==> src/rtl/asrl_pkg.sv <==
// Shared types and constants for the ADC scan rate limit evaluator.
// No dependencies; used by every module under rtl/.
package asrl_pkg;

    // Register file layout.
    localparam int CFG_IDX_W = 2;
    localparam int CFG_DATA_W = 10;
    localparam logic [CFG_IDX_W-1:0] CFG_CLK_DIV = 2'd0;
    localparam logic [CFG_IDX_W-1:0] CFG_ADC_DIV = 2'd1;
    localparam logic [CFG_IDX_W-1:0] CFG_SAMPLE  = 2'd2;

    localparam int CLK_DIV_W = 6;
    localparam int ADC_DIV_W = 7;
    localparam int SAMPLE_W  = 10;
    localparam int COUNT_W   = 7;
    localparam int RATE_W    = 32;

    localparam logic [CLK_DIV_W-1:0] CLK_DIV_RST = 6'd4;
    localparam logic [ADC_DIV_W-1:0] ADC_DIV_RST = 7'd1;
    localparam logic [SAMPLE_W-1:0]  SAMPLE_RST  = 10'd100;

    // Arithmetic constants.
    localparam logic [SAMPLE_W:0] PER_INPUT_EXTRA = 11'd16;
    // Period = 11/10 x (20 x P + 6000) = 22 x P + 6600, exact in integers.
    localparam logic [12:0] FIXED_PERIOD_NS = 13'd6600;
    // 22 x P + 6600 <= 96144 (rate above the cap) exactly when P <= 4070.
    localparam logic [30:0] CAP_PRODUCT_MAX = 31'd4070;
    localparam logic [RATE_W-1:0] RATE_CAP_HZ = 32'd10400;
    localparam logic [RATE_W-1:0] RATE_FLOOR_HZ = 32'd1;
    localparam logic [RATE_W-1:0] NO_BOUND = 32'hFFFF_FFFF;

    // Long division of one second in ns by the period, one quotient bit per cell.
    localparam int QUOT_W = 14;
    localparam int NUM_W  = 30;
    localparam logic [NUM_W-1:0] NS_PER_SECOND = 30'd1000000000;
    localparam int DIV_W  = 36;
    localparam int PROD_W = 31;

    typedef struct packed {
        logic              valid;
        logic              zero;
        logic              cap;
        logic [DIV_W-1:0]  rem;
        logic [DIV_W-1:0]  divisor;
        logic [QUOT_W-1:0] low;
        logic [QUOT_W-1:0] quot;
    } t_div_stage;

    typedef struct packed {
        logic [CLK_DIV_W-1:0] clk_div;
        logic [ADC_DIV_W-1:0] adc_div;
        logic [SAMPLE_W-1:0]  sample;
    } t_cfg;

endpackage

==> src/rtl/asrl_front.sv <==
// Front pipeline of the scan rate limit evaluator: forms the scan period in ns.
// Depends on asrl_pkg.
module asrl_front (
    input  logic                          i_clk,
    input  logic                          i_rst_n,
    input  logic                          i_en,
    input  logic                          i_valid,
    input  logic [asrl_pkg::COUNT_W-1:0]  i_count,
    input  asrl_pkg::t_cfg                i_cfg,
    output asrl_pkg::t_div_stage          o_stage
);

    localparam int QW = asrl_pkg::QUOT_W;

    logic                            r_s1_valid, r_s1_zero;
    logic [asrl_pkg::COUNT_W-1:0]    r_s1_count;
    logic [asrl_pkg::SAMPLE_W:0]     r_s1_sample16;
    logic [asrl_pkg::ADC_DIV_W-1:0]  r_s1_div;
    logic [asrl_pkg::CLK_DIV_W:0]    r_s1_clkp1;

    logic        r_s2_valid, r_s2_zero;
    logic [17:0] r_s2_m1;
    logic [12:0] r_s2_t1;

    logic                          r_s3_valid, r_s3_zero;
    logic [asrl_pkg::PROD_W-1:0]   r_s3_p;

    asrl_pkg::t_div_stage r_s4_stage, n_s4_stage;
    logic [asrl_pkg::DIV_W-1:0] n_p_wide;

    always_comb begin
        n_p_wide = {{(asrl_pkg::DIV_W-asrl_pkg::PROD_W){1'b0}}, r_s3_p};
        n_s4_stage.valid   = r_s3_valid;
        n_s4_stage.zero    = r_s3_zero;
        n_s4_stage.cap     = (r_s3_p <= asrl_pkg::CAP_PRODUCT_MAX);
        n_s4_stage.divisor = (n_p_wide << 4) + (n_p_wide << 2) + (n_p_wide << 1)
                             + {{(asrl_pkg::DIV_W-13){1'b0}}, asrl_pkg::FIXED_PERIOD_NS};
        // The quotient is known to fit in QUOT_W bits once the cap case is set aside.
        n_s4_stage.rem     = {{(asrl_pkg::DIV_W-(asrl_pkg::NUM_W-QW)){1'b0}},
                              asrl_pkg::NS_PER_SECOND[asrl_pkg::NUM_W-1:QW]};
        n_s4_stage.low     = asrl_pkg::NS_PER_SECOND[QW-1:0];
        n_s4_stage.quot    = '0;
    end

    always_ff @(posedge i_clk) begin
        if (!i_rst_n) begin
            r_s1_valid       <= 1'b0;
            r_s2_valid       <= 1'b0;
            r_s3_valid       <= 1'b0;
            r_s4_stage.valid <= 1'b0;
        end else if (i_en) begin
            r_s1_valid    <= i_valid;
            r_s1_zero     <= (i_count == '0);
            r_s1_count    <= i_count;
            r_s1_sample16 <= {1'b0, i_cfg.sample} + asrl_pkg::PER_INPUT_EXTRA;
            r_s1_div      <= (i_cfg.adc_div == '0) ? asrl_pkg::ADC_DIV_W'(1) : i_cfg.adc_div;
            r_s1_clkp1    <= {1'b0, i_cfg.clk_div} + (asrl_pkg::CLK_DIV_W+1)'(1);

            r_s2_valid <= r_s1_valid;
            r_s2_zero  <= r_s1_zero;
            r_s2_m1    <= 18'(r_s1_count * r_s1_sample16);
            r_s2_t1    <= 13'(r_s1_div * r_s1_clkp1);

            r_s3_valid <= r_s2_valid;
            r_s3_zero  <= r_s2_zero;
            r_s3_p     <= asrl_pkg::PROD_W'(r_s2_m1 * r_s2_t1);

            r_s4_stage <= n_s4_stage;
        end
    end

    assign o_stage = r_s4_stage;

endmodule

==> src/rtl/asrl_div_cell.sv <==
// One restoring-division cell: produces one quotient bit and hands on the remainder.
// Depends on asrl_pkg.
module asrl_div_cell (
    input  logic                  i_clk,
    input  logic                  i_rst_n,
    input  logic                  i_en,
    input  asrl_pkg::t_div_stage  i_stage,
    output asrl_pkg::t_div_stage  o_stage
);

    localparam int DW = asrl_pkg::DIV_W;
    localparam int QW = asrl_pkg::QUOT_W;

    asrl_pkg::t_div_stage r_stage, n_stage;
    logic [DW:0] n_shifted;
    logic        n_fits;

    always_comb begin
        n_shifted = {i_stage.rem, i_stage.low[QW-1]};
        n_fits    = (n_shifted >= {1'b0, i_stage.divisor});
        n_stage       = i_stage;
        n_stage.rem   = n_fits ? DW'(n_shifted - {1'b0, i_stage.divisor})
                               : n_shifted[DW-1:0];
        n_stage.low   = {i_stage.low[QW-2:0], 1'b0};
        n_stage.quot  = {i_stage.quot[QW-2:0], n_fits};
    end

    always_ff @(posedge i_clk) begin
        if (!i_rst_n) begin
            r_stage.valid <= 1'b0;
        end else if (i_en) begin
            r_stage <= n_stage;
        end
    end

    assign o_stage = r_stage;

endmodule

==> src/rtl/adc_scan_rate_limit.sv <==
// ADC scan rate limit evaluator, top level.
// Depends on asrl_pkg, asrl_front and asrl_div_cell.

// Each input beat carries the number of inputs in a scan list, and the block
// answers with the highest scan trigger rate in hertz at which the scan can
// never be retriggered while still busy. The conversion clock period is
// 20 x adc_div x (clk_div + 1) ns, the busy time is count x (sample + 16)
// periods plus 6000 ns, and a 10% margin is added before one second is
// divided by the result; the rate is held to 1 .. 10400, and a count of zero
// answers all ones (no bound). The block accepts one beat per clock while the
// output is not stalled and returns results in order through the input
// register, the two multiplier stages, the register that forms the scan
// period, fourteen division cells that each settle one quotient bit, and
// the output register. The whole pipeline advances together whenever the
// output register is empty or being read, so a stalled result holds every
// stage in place. The three timing registers are written through the plain
// write port and are sampled by each beat as it enters.
module adc_scan_rate_limit (
    input  logic                            i_clk,
    input  logic                            i_rst_n,

    input  logic                            i_in_valid,
    output logic                            o_in_ready,
    input  logic [asrl_pkg::COUNT_W-1:0]    i_active_count,

    output logic                            o_out_valid,
    input  logic                            i_out_ready,
    output logic [asrl_pkg::RATE_W-1:0]     o_max_rate_hz,

    input  logic                            i_cfg_we,
    input  logic [asrl_pkg::CFG_IDX_W-1:0]  i_cfg_index,
    input  logic [asrl_pkg::CFG_DATA_W-1:0] i_cfg_data
);

    localparam int NCELL = asrl_pkg::QUOT_W;

    asrl_pkg::t_cfg r_cfg;
    logic           w_en;

    // Stage array: entry 0 comes from the front, entry k from division cell k-1.
    asrl_pkg::t_div_stage w_stage [NCELL+1];

    logic                         r_out_valid;
    logic [asrl_pkg::RATE_W-1:0]  r_rate, n_rate;
    asrl_pkg::t_div_stage         w_last;

    // Configuration registers; writes to an unused index are dropped.
    always_ff @(posedge i_clk) begin
        if (!i_rst_n) begin
            r_cfg.clk_div <= asrl_pkg::CLK_DIV_RST;
            r_cfg.adc_div <= asrl_pkg::ADC_DIV_RST;
            r_cfg.sample  <= asrl_pkg::SAMPLE_RST;
        end else if (i_cfg_we) begin
            case (i_cfg_index)
                asrl_pkg::CFG_CLK_DIV: r_cfg.clk_div <= i_cfg_data[asrl_pkg::CLK_DIV_W-1:0];
                asrl_pkg::CFG_ADC_DIV: r_cfg.adc_div <= i_cfg_data[asrl_pkg::ADC_DIV_W-1:0];
                asrl_pkg::CFG_SAMPLE:  r_cfg.sample  <= i_cfg_data[asrl_pkg::SAMPLE_W-1:0];
                default: begin
                end
            endcase
        end
    end

    // The pipeline moves when the output register is free or being drained.
    assign w_en       = !r_out_valid || i_out_ready;
    assign o_in_ready = w_en;

    asrl_front u_front (
        .i_clk   (i_clk),
        .i_rst_n (i_rst_n),
        .i_en    (w_en),
        .i_valid (i_in_valid),
        .i_count (i_active_count),
        .i_cfg   (r_cfg),
        .o_stage (w_stage[0])
    );

    for (genvar g = 0; g < NCELL; g++) begin : g_cell
        asrl_div_cell u_cell (
            .i_clk   (i_clk),
            .i_rst_n (i_rst_n),
            .i_en    (w_en),
            .i_stage (w_stage[g]),
            .o_stage (w_stage[g+1])
        );
    end

    assign w_last = w_stage[NCELL];

    // Final selection: no scan armed, rate above the cap, a quotient of zero, or else the quotient itself.
    always_comb begin
        if (w_last.zero) begin
            n_rate = asrl_pkg::NO_BOUND;
        end else if (w_last.cap) begin
            n_rate = asrl_pkg::RATE_CAP_HZ;
        end else if (w_last.quot == '0) begin
            n_rate = asrl_pkg::RATE_FLOOR_HZ;
        end else begin
            n_rate = {{(asrl_pkg::RATE_W-NCELL){1'b0}}, w_last.quot};
        end
    end

    always_ff @(posedge i_clk) begin
        if (!i_rst_n) begin
            r_out_valid <= 1'b0;
        end else if (w_en) begin
            r_out_valid <= w_last.valid;
            r_rate      <= n_rate;
        end
    end

    assign o_out_valid   = r_out_valid;
    assign o_max_rate_hz = r_rate;

`ifndef SYNTHESIS
    // A delivered rate is either the no-bound code or within 1 .. 10400.
    a_rate_range: assert property (@(posedge i_clk) disable iff (!i_rst_n)
        o_out_valid |-> (o_max_rate_hz == asrl_pkg::NO_BOUND) ||
                        ((o_max_rate_hz >= asrl_pkg::RATE_FLOOR_HZ) &&
                         (o_max_rate_hz <= asrl_pkg::RATE_CAP_HZ)))
        else $error("rate outside the legal range");

    // Reset empties the output register.
    a_reset_empty: assert property (@(posedge i_clk)
        !i_rst_n |=> !o_out_valid)
        else $error("output valid after reset");

    // A finished division moves into the output register when the pipeline advances.
    a_last_to_out: assert property (@(posedge i_clk) disable iff (!i_rst_n)
        (w_en && w_last.valid) |=> o_out_valid)
        else $error("result lost between the last cell and the output");

    // A stalled output holds the whole pipeline, including the last cell.
    a_stall_holds: assert property (@(posedge i_clk) disable iff (!i_rst_n)
        (o_out_valid && !i_out_ready) |=> $stable(w_last.valid))
        else $error("pipeline moved during an output stall");
`endif

endmodule

==> config.mk <==
export PLATFORM = sky130hd
export DESIGN_NAME = adc_scan_rate_limit
export DESIGN_NICKNAME = d
export VERILOG_FILES = /design/src/rtl/asrl_pkg.sv /design/src/rtl/asrl_front.sv /design/src/rtl/asrl_div_cell.sv /design/src/rtl/adc_scan_rate_limit.sv
export SDC_FILE = /design/constraint.sdc
export NUM_CORES = 2
export LEC_CHECK = 0
export BUFFER_PORTS_ARGS = -buffer_cell sky130_fd_sc_hd__buf_4
export CORE_AREA = 2 2 341 343
export CTS_BUF_LIST = sky130_fd_sc_hd__clkbuf_8
export DETAILED_ROUTE_END_ITERATION = 10
export DIE_AREA = 0 0 343 345
export GPL_TIMING_DRIVEN = 0
export HOLD_SLACK_MARGIN = 0.02
export PLACE_DENSITY = 0.86
export SYNTH_ARGS = -nofsm -noshare
export SYNTH_HDL_FRONTEND = slang
export SYNTH_SLANG_ARGS = --single-unit
==> constraint.sdc <==
create_clock -name i_clk -period 100.9 [get_ports i_clk]
set_clock_uncertainty 0.1 [all_clocks]
set_input_delay 10.09 -clock i_clk [delete_from_list [all_inputs] [get_ports i_clk]]
set_output_delay 10.09 -clock i_clk [all_outputs]
set_load 0.02 [all_outputs]
---- After elaboration in Yosys (flattened, before gate mapping) ----
Cells that the tools add are included.
cells by class
  add/sub/neg operators ................... 18
  multipliers ............................. 3
  divide/modulo/power cells ............... 0
  magnitude comparators ................... 15
  equality and inequality tests ........... 2
  shifts and indexed selects .............. 0
  multiplexer cells ....................... 14
  bitwise operators ....................... 0
  reductions and logical operators ........ 11
operator list
  operator                                                            number
  greater-or-equal comparator 37 x 36 -> 1 bit                        13
  two-way mux 36 bit                                                  12
  subtractor 36 bit                                                   12
  adder 35 x 33 -> 36 bit                                             1
  adder 36 x 13 -> 36 bit, second input constant                      1
  adder 36 x 32 -> 36 bit                                             1
  greater-or-equal comparator 17 x 36 -> 1 bit, first input constant  1
  subtractor 17 x 36 -> 36 bit, first input constant                  1
  <= comparator 31 x 12 -> 1 bit, second input constant               1
  multiplier 18 x 13 -> 31 bit                                        1
  multiplier 7 x 11 -> 18 bit                                         1
  logical NOT 14 bit                                                  1
  logical NOT 7 bit                                                   2
  two-way mux 14 bit                                                  1
  multiplier 7 x 7 -> 13 bit                                          1
  two-way mux 13 bit                                                  1
  adder 10 x 5 -> 11 bit, second input constant                       1
  AND reduction 2 bit                                                 4
  adder 6 x 1 -> 7 bit, second input constant                         1
  equality test 2 x 1 -> 1 bit, second input constant                 1
  equality test 2 bit, second input constant                          1
  logical NOT 2 bit                                                   1
  OR reduction 2 bit                                                  1
  logical NOT 1 bit                                                   1
  logical OR 1 bit                                                    1
storage, ports and cells
  flip-flop bits (word level) ............. 1,278
  bits in latches ......................... 0
  memory bits (writable) .................. 0
  ROM bits ................................ 0
  input bits .............................. 24
  output and inout bits ................... 34
  word-level logic and storage cells ...... 180
  memories kept ........................... 0

---- Logic depth before layout (Yosys ltp) ----
  depth in word-level cells ............... 3
  depth in mapped cells ................... 25
  mapped depth without buffers ............ 23

---- Modules after synthesis ----
Synthesis repeated with hierarchy kept, for this count alone.
second synthesis, totals
  cell total of the unflattened synthesis .. 8,931
  area total of the unflattened synthesis .. 98,735.9 µm²
modules (own cells, without submodules)
  module                                times used  cells each  area each (µm²)  seq. area each (µm²)
  asrl_div_cell (g_cell[0].u_cell ...)  12          487         5,556.6          3,052.9
  asrl_front                            1           1,969       19,238.5         4,103.9
  asrl_div_cell (g_cell[13].u_cell)     1           490         5,656.7          3,052.9
  asrl_div_cell (g_cell[1].u_cell)      1           482         5,532.8          3,052.9
  adc_scan_rate_limit                   1           146         1,629.1          930.9

---- Least setup slack after synthesis ----
OpenSTA, ideal clock, no wires.
  kind .................................... in2reg
  start point ............................. in i_out_ready
  end point ............................... reg g_cell[0].u_cell.r_stage (netlist bit g_cell[0].u_cell.o_stage[0]) (enable)
  setup time .............................. 1,719 ps
  data arrival time ....................... 37,371 ps
  required time ........................... 99,081 ps
  setup slack ............................. 61,710 ps
  stages on the path ...................... 4
  buffers on the path ..................... 1
  path through ............................ nor2b_1 inv_1 clkbuf_1 and2_1
on the way
  longest elaborated chain between the ends .. 2
RTL lines
  what                           line                       source
  start: declaration             adc_scan_rate_limit.sv:27  input logic i_out_ready,
  logical OR 1 bit               adc_scan_rate_limit.sv:65  assign w_en = !r_out_valid || i_out_ready;
  net o_in_ready                 adc_scan_rate_limit.sv:23  output logic o_in_ready,
  AND reduction 2 bit (no line)  n/a
  end signal: assignment         asrl_div_cell.sv:32        r_stage <= n_stage;
  end: declaration               asrl_div_cell.sv:14        asrl_pkg::t_div_stage r_stage, n_stage;
The timed path passes the listed nets, and every way through them passes these cells.
A chain may end at the register's enable or synchronous reset.

---- Worst setup path in the final report ----
  start point ............................. in i_out_ready
  end point ............................... out o_in_ready
on the way
  longest elaborated chain between the ends .. 1
RTL lines
  what              line
  logical OR 1 bit  adc_scan_rate_limit.sv:65
  end: declaration  adc_scan_rate_limit.sv:23
Every way passes these cells.

==> reports/summary.md <==
• clock slew at reported path FFs: 0.06 ns
• number of filler instances in the final layout: 7,662
• sum of net half-perimeters after detailed placement: 134,000 um
• clk root buf: sky130_fd_sc_hd__clkbuf_8
• area inside the core boundary: 0.115 mm^2
• count of yosys warnings during synthesis: 0
• clock latency of the later-clocked register in the worst-skew pair: 0.90 ns
• number of violations reported at the end of detailed-routing iteration 0: 3,802
• Yosys cell types: 97
• final slew viol count: 0
• run status: finished, final reports clean
• post-cts repair resize count: 0
• Critical Path Start Type: input pin
• critical path arrival: 10.90 ns
• total setup violations reported at the end of the flow: 0
• detailed-route vias per instance: 5.88
• count of buffers added by post-CTS timing repair for setup: 0
• global-route usage over all layers: 0.296
• setup repair after global routing missed its margin: false
• worst hold path type: flip-flop to flip-flop
• Clock Path Buffers: 3
• count of mapped cells out of synthesis: 7,347
• most used standard cell by instance count after synthesis: sky130_fd_sc_hd__edfxtp_1
• startpoint-to-endpoint class of the critical path: input pin to output port
• largest net degree at the start of global routing: 79
• fraction of layout cells with a size suffix above 1: 0.0755
• final critical path time including I/O delays and setup: 21.09 ns
• upper clock frequency limit: 47.4 MHz
• kind of end point of the critical path: output port
• synthesized cell area: 0.0798 mm^2
• top-area cell type share of the netlist area: 0.449
• number of design rule violations left after detail routing: 0
• TritonCTS clock tree: built
• signed area change from the synthesized netlist to the final layout: 8.62%
• number of global-route vias before repair: 55,152
• H-tree lvl count: 4
• per-instance average area after synthesis: 10.9 um^2
• worst relative slew slack: 0.107
• io pins: 58
• maximum fanout along the worst path: 10
• worst slew pin tran: 1.34 ns
• most frequent CP cell: sky130_fd_sc_hd__buf_4
• net count reported at finish: 8,605
• critical-path cell list: buf_4 > nor2b_1 > inv_1 > clkbuf_1 > buf_4
• total global routing overflow: 0
• ratio of final minimum period to clock period: 0.209
• DRT Pass-1 Iters: 6
• Req. time, crit path: 90.71 ns
• std cell rows: 125
• count of max-cap constraint violations: 0
• number of buffers inserted during clock tree synthesis: 197
• count of input and output buffers: 57
• last weighted congestion value of the routability-driven placer: 1.03
• Synth top cells by count: 1,192 x sky130_fd_sc_hd__edfxtp_1, 931 x sky130_fd_sc_hd__inv_1, 661 x sky130_fd_sc_hd__ha_1
• predominant post-synthesis flop cell: sky130_fd_sc_hd__edfxtp_1
• post-synthesis cell type with the largest combined area: sky130_fd_sc_hd__edfxtp_1
• number of vias in the routed layout: 54,849
• number of antenna violations at the first check in global routing: 4
• flip-flop and latch area: 0.0366 mm^2
• worst-path cell with the longest stage delay: sky130_fd_sc_hd__clkbuf_1
• Die Span Y: 345 um
• Area contributors post-synth: sky130_fd_sc_hd__edfxtp_1 45%, sky130_fd_sc_hd__ha_1 10%, sky130_fd_sc_hd__fa_1 7.1%, sky130_fd_sc_hd__inv_1 4.4%, sky130_fd_sc_hd__a21oi_1 3.4%
• Post-synth EDFFs: 1,192
• first-pass GRT wire length: 279,000 um
• Seq cells post-synth: 1,234
• multi-input gate area in the final layout: 0.0388 mm^2
• fraction of registers with async set or reset after synthesis: 0
• initial core utilization: 0.693
• number of nets with antenna violations after routing: 0
• highest cell delay on the worst timing path: 0.24 ns
• hold_buf cts: 0
• sequential element share of the synthesized area: 0.459
• chip width: 343 um
• DRT Wirelength: 174,000 um
• area of the die: 0.118 mm^2
• TNS Setup: 0 ns
• TritonCTS Sinks: 1,234
• average wire per cell in the routed design: 18.6 um
• Fin. Hold Viols: 0
==> flip-flops by register name (all words and copies together), names as in the netlist <==
signal,flops
g_cell.u_cell.o_stage,1057
u_front.o_stage,38
u_front.r_s3_p,31
r_cfg,23
u_front.r_s2_m1,18
o_max_rate_hz,15
u_front.r_s2_t1,13
u_front.r_s1_sample16,11
u_front.r_s1_clkp1,7
u_front.r_s1_count,7
u_front.r_s1_div,7
o_out_valid,1
u_front.r_s1_valid,1
u_front.r_s1_zero,1
u_front.r_s2_valid,1
u_front.r_s2_zero,1
u_front.r_s3_valid,1
u_front.r_s3_zero,1
==> metrics by stage <==
step	cell area [um^2]	hold WS (ns)	setup WS [ns]	util	instances
6_report	86600	0.301	79.81	0.753	9331
5_1_grt	86600	0.307	79.71	0.753	9330
4_1_cts	86600	0.290	79.79	0.753	9329
3_5_place_dp	82600	0.305	79.81	0.718	8963
3_3_place_gp	82200	0.300	53.88	0.714	8946
2_1_floorplan	79800	0.300	61.71	-	7365
==> critical path, delay by kind of cell <==
family                 cells  cell delay, ns
buffers and inverters      4            0.66
AND/OR/NAND/NOR            1            0.15
==> cell families (layout without fill, tap and decap cells) <==
| kind of cell | Yosys count | after routing | synth area share |
|---|---|---|---|
| and+or+nand+nor | 1743 | 1743 | 0.104 |
| AOI/OAI and AO/OA | 1641 | 1641 | 0.129 |
| DFF | 1234 | 1234 | 0.459 |
| buffers and inverters | 1140 | 1580 | 0.0553 |
| adders and majority gates | 943 | 943 | 0.174 |
| xor gates and xnor gates | 453 | 453 | 0.0497 |
| muxes | 192 | 192 | 0.0276 |
| other | 1 | 21 | 0.0000470 |
==> area by class of cell <==
type | count | area share
diodes | 2 | 0.0000578
plain buffers | 207 | 0.0105
clock buffers | 200 | 0.0318
clock inverters | 166 | 0.0145
inverters | 933 | 0.0404
multi-input cells | 4991 | 0.448
flip-flops and latches | 1234 | 0.423
well taps | 1524 | 0.0220
repair buffers | 74 | 0.0103
==> cell usage in the layout (no fill, tap or decap), types with 137 or more instances in the layout <==
cell                       count
sky130_fd_sc_hd__a21o_1      232
sky130_fd_sc_hd__a21oi_1     546
sky130_fd_sc_hd__and2_1      183
sky130_fd_sc_hd__clkbuf_1    155
sky130_fd_sc_hd__clkbuf_8    200
sky130_fd_sc_hd__edfxtp_1   1192
sky130_fd_sc_hd__fa_1        282
sky130_fd_sc_hd__ha_1        661
sky130_fd_sc_hd__inv_1       979
sky130_fd_sc_hd__mux2_2      137
sky130_fd_sc_hd__nand2_1     652
sky130_fd_sc_hd__nor2_1      354
sky130_fd_sc_hd__o21ai_0     352
sky130_fd_sc_hd__xnor2_1     280
sky130_fd_sc_hd__xor2_1      173
==> final timing paths <==
kind	startpoint	depth (start not counted)	slack [ns]	to
max	i_out_ready	5	79.81	o_in_ready
max reg2reg	u_front.r_s2_t1[5]$_DFFE_PP_	22	93.69	u_front.r_s3_p[28]$_DFFE_PP_
min	g_cell[6].u_cell.o_stage[37]$_DFFE_PP_	0	0.30	g_cell[7].u_cell.o_stage[37]$_DFFE_PP_
min reg2reg	g_cell[6].u_cell.o_stage[37]$_DFFE_PP_	0	0.30	g_cell[7].u_cell.o_stage[37]$_DFFE_PP_
==> metal layers <==
| layer | track usage | vias to the layer above | wire length [um] |
|---|---|---|---|
| met5 | 0 | - | 0 |
| met4 | 0.153 | 0 | 9110 |
| met3 | 0.0418 | 485 | 9040 |
| met2 | 0.531 | 1812 | 90100 |
| met1 | 0.342 | 26077 | 65300 |
| li1 | - | 26475 | - |
Power is not shown: default switching activity piles up to over one toggle a cycle in this logic, so the estimate is an artifact.
